<file path="config.mk">
export PLATFORM = sky130hd
export DESIGN_NAME = aae_div
export DESIGN_NICKNAME = d
export VERILOG_FILES = /design/src/rtl/aae_div.sv
export SDC_FILE = /design/constraint.sdc
export NUM_CORES = 1
export LEC_CHECK = 0
export BUFFER_PORTS_ARGS = -buffer_cell sky130_fd_sc_hd__buf_2
export CAP_MARGIN = 20
export CORE_MARGIN = 3
export CORE_UTILIZATION = 57
export DETAILED_ROUTE_END_ITERATION = 10
export PLACE_DENSITY = 0.85
export RECOVER_POWER = 50
export SYNTH_ARGS = -nofsm -noshare
export SYNTH_HDL_FRONTEND = slang
export SYNTH_SLANG_ARGS = --single-unit
</file>
<file path="constraint.sdc">
create_clock -name clk -period 9.4 [get_ports clk]
set_input_delay 0.94 -clock clk [delete_from_list [all_inputs] [get_ports clk]]
set_output_delay 0.94 -clock clk [all_outputs]
set_load 0.01 [all_outputs]
</file>
<file path="src/rtl/aae_div.sv">
// aae_div: restoring divider, one quotient bit per cycle
// no dependencies; shared by both interval bound computations
module aae_div #(
  parameter int NW = 49,
  parameter int DW = 16
) (
  input  logic          clk,
  input  logic          rst,
  input  logic          start,
  input  logic [NW-1:0] dividend,
  input  logic [DW-1:0] divisor,
  output logic          done,
  output logic [NW-1:0] quotient
);

  localparam int CW = $clog2(NW + 1);

  logic [DW:0]   rem;
  logic [DW-1:0] dvs;
  logic [CW-1:0] cnt;
  logic          run;
  logic [DW:0]   trial;

  assign trial = {rem[DW-1:0], quotient[NW-1]};

  always_ff @(posedge clk) begin
    if (rst) begin
      run  <= 1'b0;
      done <= 1'b0;
      cnt  <= '0;
    end else begin
      done <= 1'b0;
      if (start) begin
        run      <= 1'b1;
        cnt      <= '0;
        rem      <= '0;
        dvs      <= divisor;
        quotient <= dividend;
      end else if (run) begin
        if (trial >= {1'b0, dvs}) begin
          rem      <= trial - {1'b0, dvs};
          quotient <= {quotient[NW-2:0], 1'b1};
        end else begin
          rem      <= trial;
          quotient <= {quotient[NW-2:0], 1'b0};
        end
        if (cnt == CW'(NW - 1)) begin
          run  <= 1'b0;
          done <= 1'b1;
        end
        cnt <= cnt + 1'b1;
      end
    end
  end

endmodule

</file>
==> reports/metrics.yaml <==
rr_worst_depth: 8
worstPathCellList: "buf_2 -> clkbuf_1 -> inv_1 -> a21oi_4 -> buf_4"
min_delay_worst_endpoint: "cnt[5]"
setup_viol: 0
nNetsFinal: 546
layout_common_cells: "sky130_fd_sc_hd__edfxtp_1, sky130_fd_sc_hd__buf_2, sky130_fd_sc_hd__clkbuf_1, sky130_fd_sc_hd__mux2_2, sky130_fd_sc_hd__nor2_1"
grt_pass1_wl_mm: 15.4
commonest_non_fill_non_tap_cell_in_the_layout: "sky130_fd_sc_hd__edfxtp_1"
cts.root.buffer_cell: "sky130_fd_sc_hd__clkbuf_8"
path_clk_slew_ns: 0.09
fin_crit_ns: 5.28
synthesis_to_layout_area_growth_pct: 16.6
detailedPlace.worstSlack_ns: 5.93
hold_violations: 0
num_rows: 31
power_density_mw_per_mm2: 179
grt_pass1_vias: 3237
rsz0062_at_grt: "false"
antenna_cells_inserted: 0
violations: "max-capacitance violations, max-slew violations"
synth-seq-cells: 89
synth_enable_flop_cells: 81
timing.reg2reg.setup_slack_ns: 6.37
setup_total_negative_slack_ns: 0
gpl.final_weighted_congestion: 0.870
drt_pre_antenna_iters: 4
dieWidth_um: 95.4
syn_inst: 343
timing.critical_path.from_type: "primary input"
ant_nets: 0
die_height_um: 95.4
grt.overflow.total: 0
holdCritPathClass: "register to register"
drive_gt1_share_pct: 31.3
worst_hold_startpoint: "cnt[5]"
core_area_mm2: 0.00749
worst_setup_path_end_kind: "register"
total_leakage_power_uw: 0.00208
vias: 3112
cts_inserted_buffers: 9
outcome: "finished with violations"
gr-usage-all-layers_pct: 22.5
max-slew-margin-rel_pct: -125
yosys_warnings: 0
worst_ir_drop_vdd_uv: 118
worstPathArrival_ns: 5.27
cap_viol_max_count: 1
h_tree_levels: 3
period_share_pct: 56.1
drt_wl_total_mm: 9.52
synth.lib_cells_used.distinct: 45
boundaryPins: 118
grt_start_max_net_pins: 66
initial_core_util_pct: 60.9
cts_hold_bufs: 0
avgViaCountPerCell: 5.53
clock_sinks: 89
post_cts_buffers: 0
synth.net_count: 430
fmax_ghz: 0.190
timing.critical_path.slowest_cell_delay_ns: 2.36
ys_dominant_reg_cell: "sky130_fd_sc_hd__edfxtp_1"
post_syn_area_mm2: 0.00456
route.detailed.wl_per_inst_um: 16.9
floorplan_die_area_mm2: 0.00910
max-clock-path-buffers: 2
worst-slew-pin-transition_ns: 3.37
place_hpwl_mm: 6.90
rr_endpoint: "rem[12]"
remaining_drc_errors: 0
critical_path_peak_fanout: 65
rr_startpoint: "rem[10]"
setup_ws_ns: 4.12
proportion_of_register_bits_with_asynchronous_set_or_reset_after_synthesis_pct: 0
drt-initial-drc-count: 130
syn_avg_cell_area_um2: 13.3
finalMaxSlewViolations: 66
required_ns: 9.40
yosysSeqAreaShare_pct: 56.9
critical_path_class: "primary input to register"
clock_latency_late_sink_ns: 0.36
crit_slowest_cell: "sky130_fd_sc_hd__clkbuf_1"
io_buffers: 117
tritoncts_clock_tree: "yes"
hold-path-cell-count: 2
number_of_gates_resized_after_cts: 0
number_of_antenna_violations_at_the_first_check_in_global_routing: 0
clock_skew_ns: 0.00940
[Yosys cell counts, drive strengths merged, types with 5 or more instances]
library cell	number	share of area (%)
xnor2	11	2.1
o21ai	10	1.3
nand4	6	0.82
clkbuf	10	0.85
mux2i	11	2.4
a21oi	19	2.2
edfxtp	81	53
mux2	49	12
ha	18	4.9
nor2	31	2.6
a211oi	6	1.5
xor2	5	0.96
nand2	14	1.2
dfxtp	8	3.5
inv	25	2.1
[layer usage]
metal	up-vias	routed length, um	global-route usage [%]	part of all wire, %
li1	1495	-	-	-
met1	1475	3840	28.6	40
met2	129	4750	36.0	50
met3	13	782	7.34	8.2
met4	0	160	8.65	1.7
met5	-	0	0	0
[kinds of logic (layout without fill, tap and decap cells)]
| family | Yosys count | count (layout) | share of synthesized area (%) |
|---|---|---|---|
| flops | 89 | 89 | 56.9 |
| simple gates | 64 | 64 | 6.51 |
| mux | 60 | 60 | 14.5 |
| compound gates | 55 | 55 | 8.93 |
| buf+inv | 40 | 161 | 4.67 |
| fa+ha+maj | 19 | 19 | 5.38 |
| xor+xnor | 16 | 16 | 3.08 |
[worst max path at each step]
stage	start	to	slack (ns)	cells past startpoint
final	start	quotient[7]	4.12	5
after global routing	start	quotient[43]	3.70	5
after CTS	start	quotient[0]	6.31	5
after detailed placement	start	quotient[45]	5.93	5
after global placement	start	quotient[8]	6.00	5
after floorplan	start	quotient[0]	4.31	3
[registers in the layout, indices dropped and copies added, names as in the netlist]
| signal | flops |
|---|---|
| quotient | 49 |
| done | 1 |
| run | 1 |
| cnt | 6 |
| dvs | 16 |
| rem | 16 |
[layout make-up]
class / count / area, um2
sequential: 89 / 2590
fill: 537 / 2170
timing repair buffer: 120 / 541
multi-input combinational: 214 / 1760
tap: 99 / 124
clock inverter: 6 / 72.6
clock buffer: 10 / 128
inverter: 25 / 93.8
[critical path: cells and delay by family]
kind	cells	cell delay, ns
buffers and inverters	4	3.63
AO/OA/AOI/OAI	1	0.63
[where the power goes]
part	leakage, uW	total (uW)	switching (uW)	internal, uW
clock network	0.0000979	270	144	126
registers	0.000838	483	15.1	468
logic	0.00115	197	107	89.0
[stage by stage]
| step | hold WS (ns) | utilization (%) | instances | power (uW) | area (um2) |
|---|---|---|---|---|---|
| global placement | 0.478 | 69.2 | 547 | 682 | 5180 |
| CTS | 0.507 | 71.9 | 563 | 956 | 5380 |
| floorplan | 0.458 | - | 343 | 643 | 4560 |
| global route | 0.543 | 71.0 | 563 | 998 | 5310 |
| detailed placement | 0.494 | 69.2 | 547 | 688 | 5180 |
| finish | 0.504 | 71.0 | 563 | 950 | 5310 |
No activity file was read; power rests on OpenSTA's default activity.
