**src/rtl/aae_ram.sv**
```systemverilog
// aae_ram: generic single write port, single read port ram
// registered read; no dependencies
module aae_ram #(
  parameter int WIDTH = 16,
  parameter int DEPTH = 257
) (
  input  logic                     clk,
  input  logic                     we,
  input  logic [$clog2(DEPTH)-1:0] waddr,
  input  logic [WIDTH-1:0]         wdata,
  input  logic [$clog2(DEPTH)-1:0] raddr,
  output logic [WIDTH-1:0]         rdata
);

  logic [WIDTH-1:0] mem [DEPTH];

  always_ff @(posedge clk) begin
    if (we) begin
      mem[waddr] <= wdata;
    end
    rdata <= mem[raddr];
  end

endmodule

```
**config.mk**
```make
export PLATFORM = sky130hd
export DESIGN_NAME = aae_ram
export DESIGN_NICKNAME = d
export VERILOG_FILES = /design/src/rtl/aae_ram.sv
export SDC_FILE = /design/constraint.sdc
export NUM_CORES = 2
export LEC_CHECK = 0
export BUFFER_PORTS_ARGS = -buffer_cell sky130_fd_sc_hd__buf_2
export CAP_MARGIN = 5
export CORE_UTILIZATION = 25
export CTS_CLUSTER_SIZE = 30
export DETAILED_ROUTE_END_ITERATION = 8
export PLACE_DENSITY_LB_ADDON = 0.08
export SYNTH_ARGS = -nofsm -noshare
export SYNTH_HDL_FRONTEND = slang
export SYNTH_MEMORY_MAX_BITS = 65536
export SYNTH_SLANG_ARGS = --single-unit
```
**constraint.sdc**
```tcl
create_clock -name clk -period 10.5 [get_ports clk]
set_clock_uncertainty 0.1 [all_clocks]
set_input_delay 1.05 -clock clk [delete_from_list [all_inputs] [get_ports clk]]
set_output_delay 1.05 -clock clk [all_outputs]
set_load 0.005 [all_outputs]
```
==> Implementation_results.wiki <==
{| class="wikitable"
! Metric !! Value
|-
| Input/output buffers || 51
|-
| Total Negative Setup Slacks || 0 ns
|-
| Area of the multi-input gates || 0.0338 mm^2
|-
| Dominant combinational cell family by area after synthesis || multiplexers
|-
| CP max-delay cell || a22oi_1
|-
| Layout cells sized above 1 || 28.0%
|-
| Worst Path Arrival || 5.97 ns
|-
| Compound-gate portion of the synthesized area || 2.68%
|-
| Starting density of the core || 25.1%
|-
| Clock transition at the register clock pins on the worst setup and hold paths after CTS || 0.06 ns
|-
| Area of the mapped netlist || 0.159 mm^2
|-
| Remaining number of nets flagged by the antenna check after routing || 0
|-
| Kind of cell adding the most delay to the critical path || compound AO/OA/AOI/OAI gates
|-
| Total vias in the final route || 77725
|-
| Switching share of total power || 22.7%
|-
| Share of total power in the clock network || 44.6%
|-
| Antenna violations before repair || around 70
|-
| Internal power consumption || 27.9 mW
|-
| Final wirelength || about 560000 um
|-
| Die ar. || 0.638 mm^2
|-
| GR Util All Layers || about 17%
|-
| Final core utilization || 29.5%
|-
| Area share of xor/xnor cells in the synthesized design || 0%
|-
| Placed wire-length estimate after detailed placement || between 300000 and 400000 um
|-
| Height of the die || roughly 800 um
|-
| Worst ir drop on vdd || approximately 170 uV
|-
| Met1 Resource Use GR || a little under a quarter
|-
| Number of flops mapped to enable cells by yosys || between 4000 and 5000
|-
| Predominant post-synthesis flop cell || edfxtp_1
|-
| Routability congestion estimate || between 0.7 and 0.8
|-
| Routed length per placed instance || 34.2 um
|-
| Final critical-path required period || 5.20 ns
|-
| Crit path capture type || register
|-
| Fraction of power consumed by combinational cells || 5.2%
|-
| Final #Nets || between 7000 and 8000
|-
| Met3 capacity usage during global routing || 2.34%
|-
| Final Cycle Share || between 40% and 50%
|-
| Total setup violations reported at the end of the flow || 0
|-
| Worst-case clock buffer depth || 4
|-
| Adder-cell share of the synthesized area || 0%
|-
| Net count after synthesis || 7280
|-
| Via density per instance || 4.71
|-
| Type of the most critical hold path || input port to register
|-
| Number of clock sinks seen by CTS || 4128
|-
| Detailed Routing Iterations Pass 1 || 6
|-
| Cell seen most often among critical-path stages || mux4_2
|-
| Final-report hold violation count || 0
|-
| Yosys warns || 0
|-
| Startpoint of the lowest-slack register-to-register path || mem[80][0]
|-
| Filler Cell Count || 61352
|-
| Worst min-delay path startpoint || wdata[1]
|-
| Clock root buffer || clkbuf_16
|-
| Area overhead of the layout relative to synthesis || 17.5%
|-
| Number of buffers inserted by hold repair at cts || 0
|-
| Mux share of post-synthesis cell area || 16.0%
|-
| Met2 layer usage reported by global route || 29.5%
|-
| Number of buffers and inverters on the critical path || 3
|-
| Areal power density over the cells || 194 mW/mm^2
|-
| Pin count of the biggest net entering global routing || 153
|-
| Vias in the first global route || 80649
|-
| Total of max-cap violations || 0
|-
| Storage cell area || around 0.12 mm^2
|-
| DRC errors left || 0
|-
| Quantity of gates resized following cts || 0
|-
| Critical Path RT || between 10 and 15 ns
|-
| Number of storage elements in the synthesis netlist || 4128
|-
| Clock buffers created by TritonCTS || 473
|-
| Seq pwr share || 50.3%
|-
| Net Sw Power || 8.20 mW
|-
| Total grt overflow || 0
|-
| Biggest area consumer among synthesized cells || edfxtp_1
|-
| Start point of the critical path || raddr[1]
|-
| Avg Cell Area, Syn || 21.9 um^2
|-
| Die span in x || 799 um
|-
| Status || completed
|-
| Top Usage Layer GRT || met2
|-
| Count of H-tree levels built during CTS || 5
|-
| Standard-cell rows || ~300
|-
| Gate count of the mapped netlist || 7244
|-
| Most repeated cell in the gate-level netlist after synthesis || edfxtp_1
|-
| Slowest cell delay on critical path || 0.95 ns
|-
| Area share of and/or/nand/nor cells after synthesis || 1.81%
|-
| Most numerous cell types in the synthesized netlist || 4112 x edfxtp_1, 922 x mux4_2, 447 x mux2i_1, 321 x nor2_1, 200 x nand2_1
|-
| Startpoint type of the worst setup path || input port
|-
| Count of buffers added by post-CTS timing repair for setup || 0
|-
| Unrepaired setup endpoints after global routing || no
|-
| Headroom to the max-slew limit || 9.11%
|-
| Slew at the pin closest to its max-slew limit || 1.36 ns
|-
| Number of pins exceeding their max-slew limit in the final report || 0
|-
| Maximum fanout encountered on the critical timing path || 91
|-
| Share of synthesized area occupied by flip-flops and latches || 78.0%
|-
| Leakage || between 50 and 60 nW
|-
| Wire length of the first global-routing pass || 754000 um
|-
| I/O Pins || 52
|-
| Clock network latency to the later pin of the worst-skew pair || 1.07 ns
|-
| Synth unique cells || 57
|-
| Post-synth top area share || 77.8%
|-
| List of cells traversed by the critical path || buf_8 -> buf_4 -> buf_12 -> mux4_2 -> mux4_2 -> mux2i_1 -> o22ai_1 -> o21bai_1 -> a22oi_1 -> o21ai_1
|-
| Max frequency || 192 MHz
|-
| TritonCTS clock tree || yes
|-
| Biggest area contributors in the synthesized netlist || edfxtp_1 78%, mux4_2 13%, mux2i_1 2.8%
|-
| Asr flop ratio synth || 0%
|-
| Kind of critical path || input port to register
|-
| Core ar. || 0.632 mm^2
|-
| Number of design-rule violations left by the first detailed-router iteration || 7545
|}
[flip-flops by register name (all words and copies together) (netlist names)]
| signal | count |
|---|---|
| mem | 4112 |
| rdata | 16 |
[area by class of cell]
| type | instances | area share [%] |
|---|---|---|
| Antenna cell | 25 | 0.0335 |
| Clock buffer | 590 | 6.66 |
| Clock inverter | 274 | 1.33 |
| Inverter | 5 | 0.0168 |
| Multi-Input combinational cell | 2691 | 18.1 |
| Sequential cell | 4128 | 66.4 |
| Tap cell | 8379 | 5.62 |
| Timing Repair Buffer | 411 | 1.87 |
[path summary, 6_finish.rpt]
| kind | endpoint | slack [ns] | depth (start not counted) |
|---|---|---|---|
| worst max-delay path | rdata[0] | 5.30 | 10 |
| worst min-delay path | mem[240][1] | 0.29 | 1 |
| worst max register to register | rdata[0] | 6.55 | 7 |
| worst min register to register | rdata[3] | 0.33 | 2 |
[cells by family after synthesis]
group / count (synthesis)
compound gates: 630
flops: 4128
buf+inv: 425
simple gates: 684
mux: 1377
[power by group through the flow]
stage / logic, mW / clock network, mW / registers [mW]
finish: 1.86 / 16.1 / 18.2
global route: 1.96 / 17.1 / 18.2
CTS: 1.93 / 16.6 / 18.2
detailed placement: 1.92 / 0 / 18.5
global placement: 1.91 / 0 / 18.5
floorplan: 0.868 / 0 / 18.5
[per-layer routing]
layer / vias to the layer above / part of all wire [%]
met4: 12 / 2.2
met5: - / 0.014
met2: 2008 / 49
met3: 635 / 4.7
met1: 43440 / 44
li1: 31630 / -
[placed cells by master, fill, tap and decap left out, types with 7 or more instances in the layout]
master / netlist / final
mux2_2: 8 / 8
clkinv_1: 1 / 126
diode_2: 0 / 25
clkinv_2: 0 / 78
a32oi_1: 11 / 11
mux2i_1: 447 / 447
o221ai_1: 72 / 72
o21ai_0: 115 / 112
a31oi_1: 34 / 32
a22oi_1: 93 / 93
clkinvlp_4: 0 / 7
o21ai_1: 4 / 7
nand2_2: 0 / 13
buf_12: 1 / 22
buf_4: 58 / 334
nand4_1: 13 / 13
buf_2: 82 / 31
clkbuf_16: 0 / 476
bufinv_16: 0 / 37
clkbuf_8: 0 / 10
nor3_1: 21 / 21
nor4_1: 9 / 8
a21oi_1: 92 / 92
nor2_1: 321 / 74
nand2_1: 200 / 182
nand2b_1: 10 / 7
and3_1: 8 / 8
inv_6: 0 / 8
clkinv_8: 0 / 8
buf_8: 6 / 21
dfxtp_1: 16 / 16
mux4_2: 922 / 922
o22ai_1: 75 / 75
a221oi_1: 34 / 34
nor2_2: 0 / 151
nor2_4: 0 / 96
nand3_1: 68 / 62
edfxtp_1: 4112 / 4112
clkbuf_1: 175 / 105
o211ai_1: 53 / 53
[stage by stage]
stage	total power, mW	cell area [um^2]	setup WS, ns	cells	hold WS [ns]
final	36.1	187000	5.30	16503	0.288
after global routing	37.2	186000	5.26	16480	0.232
after CTS	36.7	186000	5.25	16476	0.195
after detailed placement	20.5	172000	4.08	15612	0.352
after global placement	20.4	171000	3.78	15606	0.356
after floorplan	19.4	159000	6.47	7244	0.321
Power figures use the tool's default switching activity.
