**config.mk**
```make
export PLATFORM = sky130hd
export DESIGN_NAME = aae_pack
export DESIGN_NICKNAME = d
export VERILOG_FILES = /design/src/rtl/aae_pkg.sv /design/src/rtl/aae_ram.sv /design/src/rtl/aae_pack.sv
export SDC_FILE = /design/constraint.sdc
export NUM_CORES = 2
export LEC_CHECK = 0
export BUFFER_PORTS_ARGS = -buffer_cell sky130_fd_sc_hd__buf_2
export CORE_MARGIN = 4
export CORE_UTILIZATION = 60
export DETAILED_ROUTE_END_ITERATION = 7
export PLACE_DENSITY = 0.81
export SETUP_SLACK_MARGIN = 0.1
export SLEW_MARGIN = 10
export SYNTH_ARGS = -nofsm -noshare
export SYNTH_HDL_FRONTEND = slang
export SYNTH_HIERARCHICAL = 1
export SYNTH_SLANG_ARGS = --single-unit
```
**constraint.sdc**
```tcl
create_clock -name clk -period 6.62 [get_ports clk]
set_clock_uncertainty 0.15 [all_clocks]
set_input_delay 0.993 -clock clk [delete_from_list [all_inputs] [get_ports clk]]
set_output_delay 0.993 -clock clk [all_outputs]
set_load 0.005 [all_outputs]
```
**src/rtl/aae_pkg.sv**
```systemverilog
// aae_pkg: shared types and constants of the adaptive arithmetic encoder
// depends on nothing; used by aae_pack and adaptive_arith_encoder
package aae_pkg;

  localparam int CHUNK_W    = 32;  // bits in one output chunk
  localparam int FILL_W     = 6;   // width of the bit count field
  localparam int MAX_CHUNKS = 64;  // chunks one request may produce
  localparam int CHUNK_AW   = 6;   // address width of the chunk buffer
  localparam int NUM_W      = 7;   // chunk counter, holds MAX_CHUNKS itself
  localparam int OUT_DW     = 40;  // master tdata width, whole bytes

  localparam logic [1:0] ST_OK    = 2'd0;
  localparam logic [1:0] ST_RANGE = 2'd1;
  localparam logic [1:0] ST_SAT   = 2'd2;

  localparam logic REG_MAX_SYMBOL = 1'b0;

  typedef struct packed {
    logic bit_en;   // one code bit this cycle
    logic bit_val;
    logic finish;   // request done, play out chunks
    logic sat;      // pending count saturated during this request
    logic oos;      // symbol out of range
  } pack_ctl_t;

endpackage

```
**src/rtl/aae_ram.sv**
```systemverilog
// aae_ram: generic single write port, single read port ram
// registered read; no dependencies
module aae_ram #(
  parameter int WIDTH = 16,
  parameter int DEPTH = 257
) (
  input  logic                     clk,
  input  logic                     we,
  input  logic [$clog2(DEPTH)-1:0] waddr,
  input  logic [WIDTH-1:0]         wdata,
  input  logic [$clog2(DEPTH)-1:0] raddr,
  output logic [WIDTH-1:0]         rdata
);

  logic [WIDTH-1:0] mem [DEPTH];

  always_ff @(posedge clk) begin
    if (we) begin
      mem[waddr] <= wdata;
    end
    rdata <= mem[raddr];
  end

endmodule

```
**src/rtl/aae_pack.sv**
```systemverilog
// aae_pack: packs code bits into 32-bit chunks, buffers them, plays them out
// depends on aae_pkg and aae_ram
module aae_pack (
  input  logic                       clk,
  input  logic                       rst,
  input  aae_pkg::pack_ctl_t         ctl,
  output logic                       busy,
  output logic                       m_tvalid,
  input  logic                       m_tready,
  output logic [aae_pkg::OUT_DW-1:0] m_tdata,
  output logic                       m_tlast,
  output logic [1:0]                 m_tuser
);

  typedef enum logic [1:0] {P_COLLECT, P_RD, P_WAIT, P_OUT} p_state_t;

  p_state_t                       p_state;
  logic [aae_pkg::CHUNK_W-1:0]    acc;
  logic [aae_pkg::CHUNK_W-1:0]    acc_next;
  logic [aae_pkg::FILL_W-2:0]     fill;
  logic [aae_pkg::FILL_W-1:0]     last_fill;
  logic [aae_pkg::NUM_W-1:0]      num;
  logic [aae_pkg::NUM_W-1:0]      num_f;
  logic [aae_pkg::CHUNK_AW-1:0]   k;
  logic                           drop;
  logic [1:0]                     stat;
  logic [1:0]                     stat_f;
  logic                           room;
  logic                           partial;
  logic                           we;
  logic [aae_pkg::CHUNK_W-1:0]    wdata;
  logic [aae_pkg::CHUNK_W-1:0]    rdata;
  logic                           k_last;

  assign acc_next = {acc[aae_pkg::CHUNK_W-2:0], ctl.bit_val};
  assign room     = num < aae_pkg::NUM_W'(aae_pkg::MAX_CHUNKS);
  assign partial  = (fill != '0) && room;
  assign num_f    = num + aae_pkg::NUM_W'(partial);
  assign stat_f   = (drop || ctl.sat) ? aae_pkg::ST_SAT : aae_pkg::ST_OK;
  assign k_last   = (aae_pkg::NUM_W'(k) + 1'b1) == num;
  assign busy     = p_state != P_COLLECT;

  always_comb begin
    we    = 1'b0;
    wdata = acc_next;
    if (p_state == P_COLLECT) begin
      if (ctl.bit_en && room && (fill == '1)) begin
        we = 1'b1;
      end else if (ctl.finish && !ctl.oos && partial) begin
        we    = 1'b1;
        wdata = acc;
      end
    end
  end

  aae_ram #(
    .WIDTH(aae_pkg::CHUNK_W),
    .DEPTH(aae_pkg::MAX_CHUNKS)
  ) u_chunks (
    .clk  (clk),
    .we   (we),
    .waddr(num[aae_pkg::CHUNK_AW-1:0]),
    .wdata(wdata),
    .raddr(k),
    .rdata(rdata)
  );

  always_ff @(posedge clk) begin
    if (rst) begin
      p_state  <= P_COLLECT;
      acc      <= '0;
      fill     <= '0;
      num      <= '0;
      drop     <= 1'b0;
      m_tvalid <= 1'b0;
    end else begin
      case (p_state)
        P_COLLECT: begin
          if (ctl.bit_en) begin
            if (!room) begin
              drop <= 1'b1;
            end else if (fill == '1) begin
              num  <= num + 1'b1;
              acc  <= '0;
              fill <= '0;
            end else begin
              acc  <= acc_next;
              fill <= fill + 1'b1;
            end
          end else if (ctl.finish) begin
            if (ctl.oos) begin
              m_tdata  <= '0;
              m_tlast  <= 1'b1;
              m_tuser  <= aae_pkg::ST_RANGE;
              m_tvalid <= 1'b1;
              p_state  <= P_OUT;
            end else begin
              stat      <= stat_f;
              last_fill <= partial ? aae_pkg::FILL_W'(fill)
                                   : aae_pkg::FILL_W'(aae_pkg::CHUNK_W);
              num       <= num_f;
              k         <= '0;
              if (num_f != '0) begin
                p_state <= P_RD;
              end else if (stat_f != aae_pkg::ST_OK) begin
                // nothing coded but something to report
                m_tdata  <= '0;
                m_tlast  <= 1'b1;
                m_tuser  <= stat_f;
                m_tvalid <= 1'b1;
                p_state  <= P_OUT;
              end
            end
          end
        end
        P_RD: begin
          p_state <= P_WAIT;
        end
        P_WAIT: begin
          m_tdata  <= {{(aae_pkg::OUT_DW - aae_pkg::CHUNK_W - aae_pkg::FILL_W){1'b0}},
                       k_last ? last_fill : aae_pkg::FILL_W'(aae_pkg::CHUNK_W), rdata};
          m_tlast  <= k_last;
          m_tuser  <= stat;
          m_tvalid <= 1'b1;
          p_state  <= P_OUT;
        end
        P_OUT: begin
          if (m_tready) begin
            m_tvalid <= 1'b0;
            if (m_tlast) begin
              acc     <= '0;
              fill    <= '0;
              num     <= '0;
              drop    <= 1'b0;
              p_state <= P_COLLECT;
            end else begin
              k       <= k + 1'b1;
              p_state <= P_RD;
            end
          end
        end
        default: p_state <= P_COLLECT;
      endcase
    end
  end

endmodule

```
==> results by group <==
Synth
  – Unique cell type count in the Yosys netlist: 82
  – Post-synth EDFFs: 2,102
  – Area share of the largest cell type after synthesis: 0.751
  – Syn Inst Count: between 3k and 4k
  – Main synth FF type: edfxtp_1
  – Mapped Area: about 84,000 um2
  – Ys async rst share: 0
  – Synth area leader: edfxtp_1
  – Sequential share of the synthesized area: 0.770
  – Most instantiated library cell after synthesis: edfxtp_1
  – Top cells by count, synth: edfxtp_1 (2,102), mux4_2 (446), mux2i_1 (190)
  – Flop and latch count out of synthesis: 2,182
  – Syn avg cell area: ~21 um2
  – Synthesis Warnings: 6
  – Synth top area cells: edfxtp_1 (75%), mux4_2 (12%), mux2i_1 (2.3%)

Run status
  – Status: finished, final reports clean

Die
  – Die span in x: between 300 and 400 um
  – Die H: 382 um
  – Initial Util: 0.603
  – Core region area: 139,000 um2
  – Top Ports: 53
  – Die area: ~150,000 um2
  – Row count: 137

Min path
  – Hold/Removal Path Class: register to register
  – Hold path cells: 2
  – Hold Path Sink: acc[31]
  – Hold_sp: acc[31]

Final layout
  – Final net count: slightly above 4k
  – Syn-to-layout area delta: 11.1%
  – # fillers: around 8.1k
  – Antenna Cells: 0
  – Layout cells sized above 1: 0.240
  – Fin util: 0.670
  – Finished Layout Cells: a little over 6k

Global route
  – Vias in the first global route: roughly 43k
  – Met3 Use GR: 0.0771
  – Total track usage: 0.302
  – Initial antenna violation count: 10
  – GR Util met1: 0.419
  – Total gr overflow: 0
  – Largest net degree at the start of global routing: 108
  – First-pass GRT wire length: roughly 310 mm
  – Grt met2 use: 0.448
  – GR peak layer: met2

Pwr
  – Peak VDD IR: 0.301 mV
  – Design Power: 30.2 mW
  – Pwr dens: about 320 nW/um2
  – Leak: 28.9 nW

Timing
  – Worst hold slack: 310 ps
  – Fin Setup TNS: 0 ps
  – Worst-Margin Slew: 1300 ps
  – Post-layout min period: 4530 ps
  – Setup violators final: 0
  – Final Hold Fails: 0
  – Slew Limit Fails: 0
  – Worst rel slew slack: 0.133
  – Fmax: about 0.22 GHz
  – Fin crit share: 0.684
  – RSZ-0062 raised after global routing: false

Worst setup path
  – RR Endpoint: m_tdata[2]
  – Reg2reg start: fill[0]
  – CP Max Fanout: 17
  – Crit path DAT: 4870 ps
  – R2R setup slack: 2090 ps
  – Reg2Reg Depth: 12
  – Worst Setup SP: fill[0]
  – Crit Path Category: register to register
  – Crit end category: register
  – Worst endpoint required time: about 7000 ps
  – Critical Path Start Type: register

Place
  – IO buf count: 50
  – Gpl congestion: 0.891
  – Dpl hpwl: 121 mm
  – Inst Count DP: 5,783

Detailed routing
  – DRC Markers: 0
  – DR vias: 43.0k
  – DRT Wirelength: 219 mm
  – 1st-iter DRT viols: between 7k and 8k
  – Avg WL per Cell: 35.6 um
  – Antenna Nets Post-Route: 0
  – Drt via density: 6.98
  – First drt pass iteration count: 6

Clock tree
  – CTS buffer count: 200
  – CTS tree: yes
  – Clk_lat worst skew: 840 ps
  – CTS Sinks: 2,182
  – Hold Buf Count CTS: 0
  – Buffer depth of the longest clock path: 3
  – Root Driver: clkbuf_16
  – Post-CTS setup buffers: 0
  – Resize count post-CTS: 0
  – Htree depth: 4
  – CTS clk-pin slew, worst paths: 60 ps

Job
  – MaxCap Viol Count: 0
-- layout make-up --
| cell class | count | area, um2 | share of cell area |
|---|---|---|---|
| flip-flops and latches | 2182 | 64700 | 0.693 |
| multi-input cells | 1553 | 18400 | 0.198 |
| clock buffers | 252 | 5290 | 0.0567 |
| well taps | 1876 | 2350 | 0.0251 |
| repair buffers | 159 | 1260 | 0.0135 |
| clock inverters | 123 | 1230 | 0.0132 |
| inverters | 15 | 56.3 | 0.000603 |
-- per-layer routing --
| layer | vias to the layer above | share of wire |
|---|---|---|
| met3 | 613 | 0.14 |
| met2 | 3488 | 0.46 |
| li1 | 16900 | - |
| met4 | 8 | 0.066 |
| met5 | - | 0.00051 |
| met1 | 22000 | 0.33 |
-- placed cells by master (no fill, tap or decap), types with 15 or more instances in the layout --
cell type | synthesis | layout
dfxtp_1 | 80 | 80
a21oi_1 | 72 | 71
buf_2 | 60 | 50
nor2_1 | 113 | 45
clkinv_2 | 0 | 37
buf_4 | 31 | 94
a31oi_1 | 22 | 22
clkbuf_1 | 94 | 45
and2_1 | 42 | 41
mux2_2 | 18 | 19
mux2_4 | 0 | 15
mux4_2 | 446 | 446
bufinv_16 | 0 | 20
o22ai_1 | 42 | 42
nor2b_1 | 20 | 17
mux2i_1 | 190 | 190
clkinv_1 | 1 | 42
nor2_4 | 0 | 65
a211oi_1 | 24 | 24
nand2_1 | 78 | 78
o221ai_1 | 16 | 16
a22oi_1 | 129 | 129
clkbuf_16 | 0 | 202
nand3_1 | 87 | 87
o21ai_0 | 36 | 36
edfxtp_1 | 2102 | 2102
-- per-stage QoR --
| stage | area (um2) | setup slack [ps] |
|---|---|---|
| after floorplan | 84100 | 1630 |
| after global placement | 86800 | 2150 |
| after detailed placement | 86800 | 2160 |
| after CTS | 93300 | 2140 |
| after global routing | 93400 | 1860 |
| final | 93400 | 2090 |
-- worst max-delay path, cell delays in order, from the launching register on --
cell and delay [ps]:
dfxtp_1 370, inv_1 90, ha_1 200, nor4b_1 140, nor2_1 230, ha_1 270, ha_1 290, or4_4 430
a2bb2oi_2 170, nor4_4 320, o2111ai_1 210, a21oi_4 900, buf_4 420
-- sequential cells by signal (all words and copies together), names as in the netlist --
name            count
acc                32
drop                1
fill                5
k                   6
last_fill           6
m_tdata            38
m_tlast             1
m_tuser             2
m_tvalid            1
num                 7
p_state             2
stat                1
u_chunks/mem     2048
u_chunks/rdata     32
-- report_power, final --
| part | internal (mW) | leakage (nW) | total, mW | switching [mW] |
|---|---|---|---|---|
| clock | 6.47 | 3.18 | 11.5 | 5.05 |
| sequential | 15.2 | 19.6 | 15.4 | 0.146 |
| combinational | 1.10 | 6.21 | 3.37 | 2.27 |
-- cells by family after synthesis --
| family | share of synthesized area |
|---|---|
| multiplexers | 0.147 |
| adder cells (fa/ha/maj) | 0.00164 |
| AO/OA/AOI/OAI | 0.0370 |
| other | 0.0000446 |
| flip-flops | 0.770 |
| AND/OR/NAND/NOR | 0.0252 |
| buffers and inverters | 0.0178 |
| XOR/XNOR | 0.00177 |
-- worst max-delay path by stage --
| stage | to | depth (start not counted) | slack (ps) |
|---|---|---|---|
| 2_1_floorplan | m_tdata[0] | 11 | 1630 |
| 3_3_place_gp | m_tdata[23] | 12 | 2150 |
| 3_5_place_dp | m_tdata[23] | 12 | 2160 |
| 4_1_cts | m_tdata[27] | 12 | 2140 |
| 5_1_grt | m_tdata[2] | 12 | 1860 |
| 6_report | m_tdata[2] | 12 | 2090 |
No activity file was read; power rests on OpenSTA's default activity.
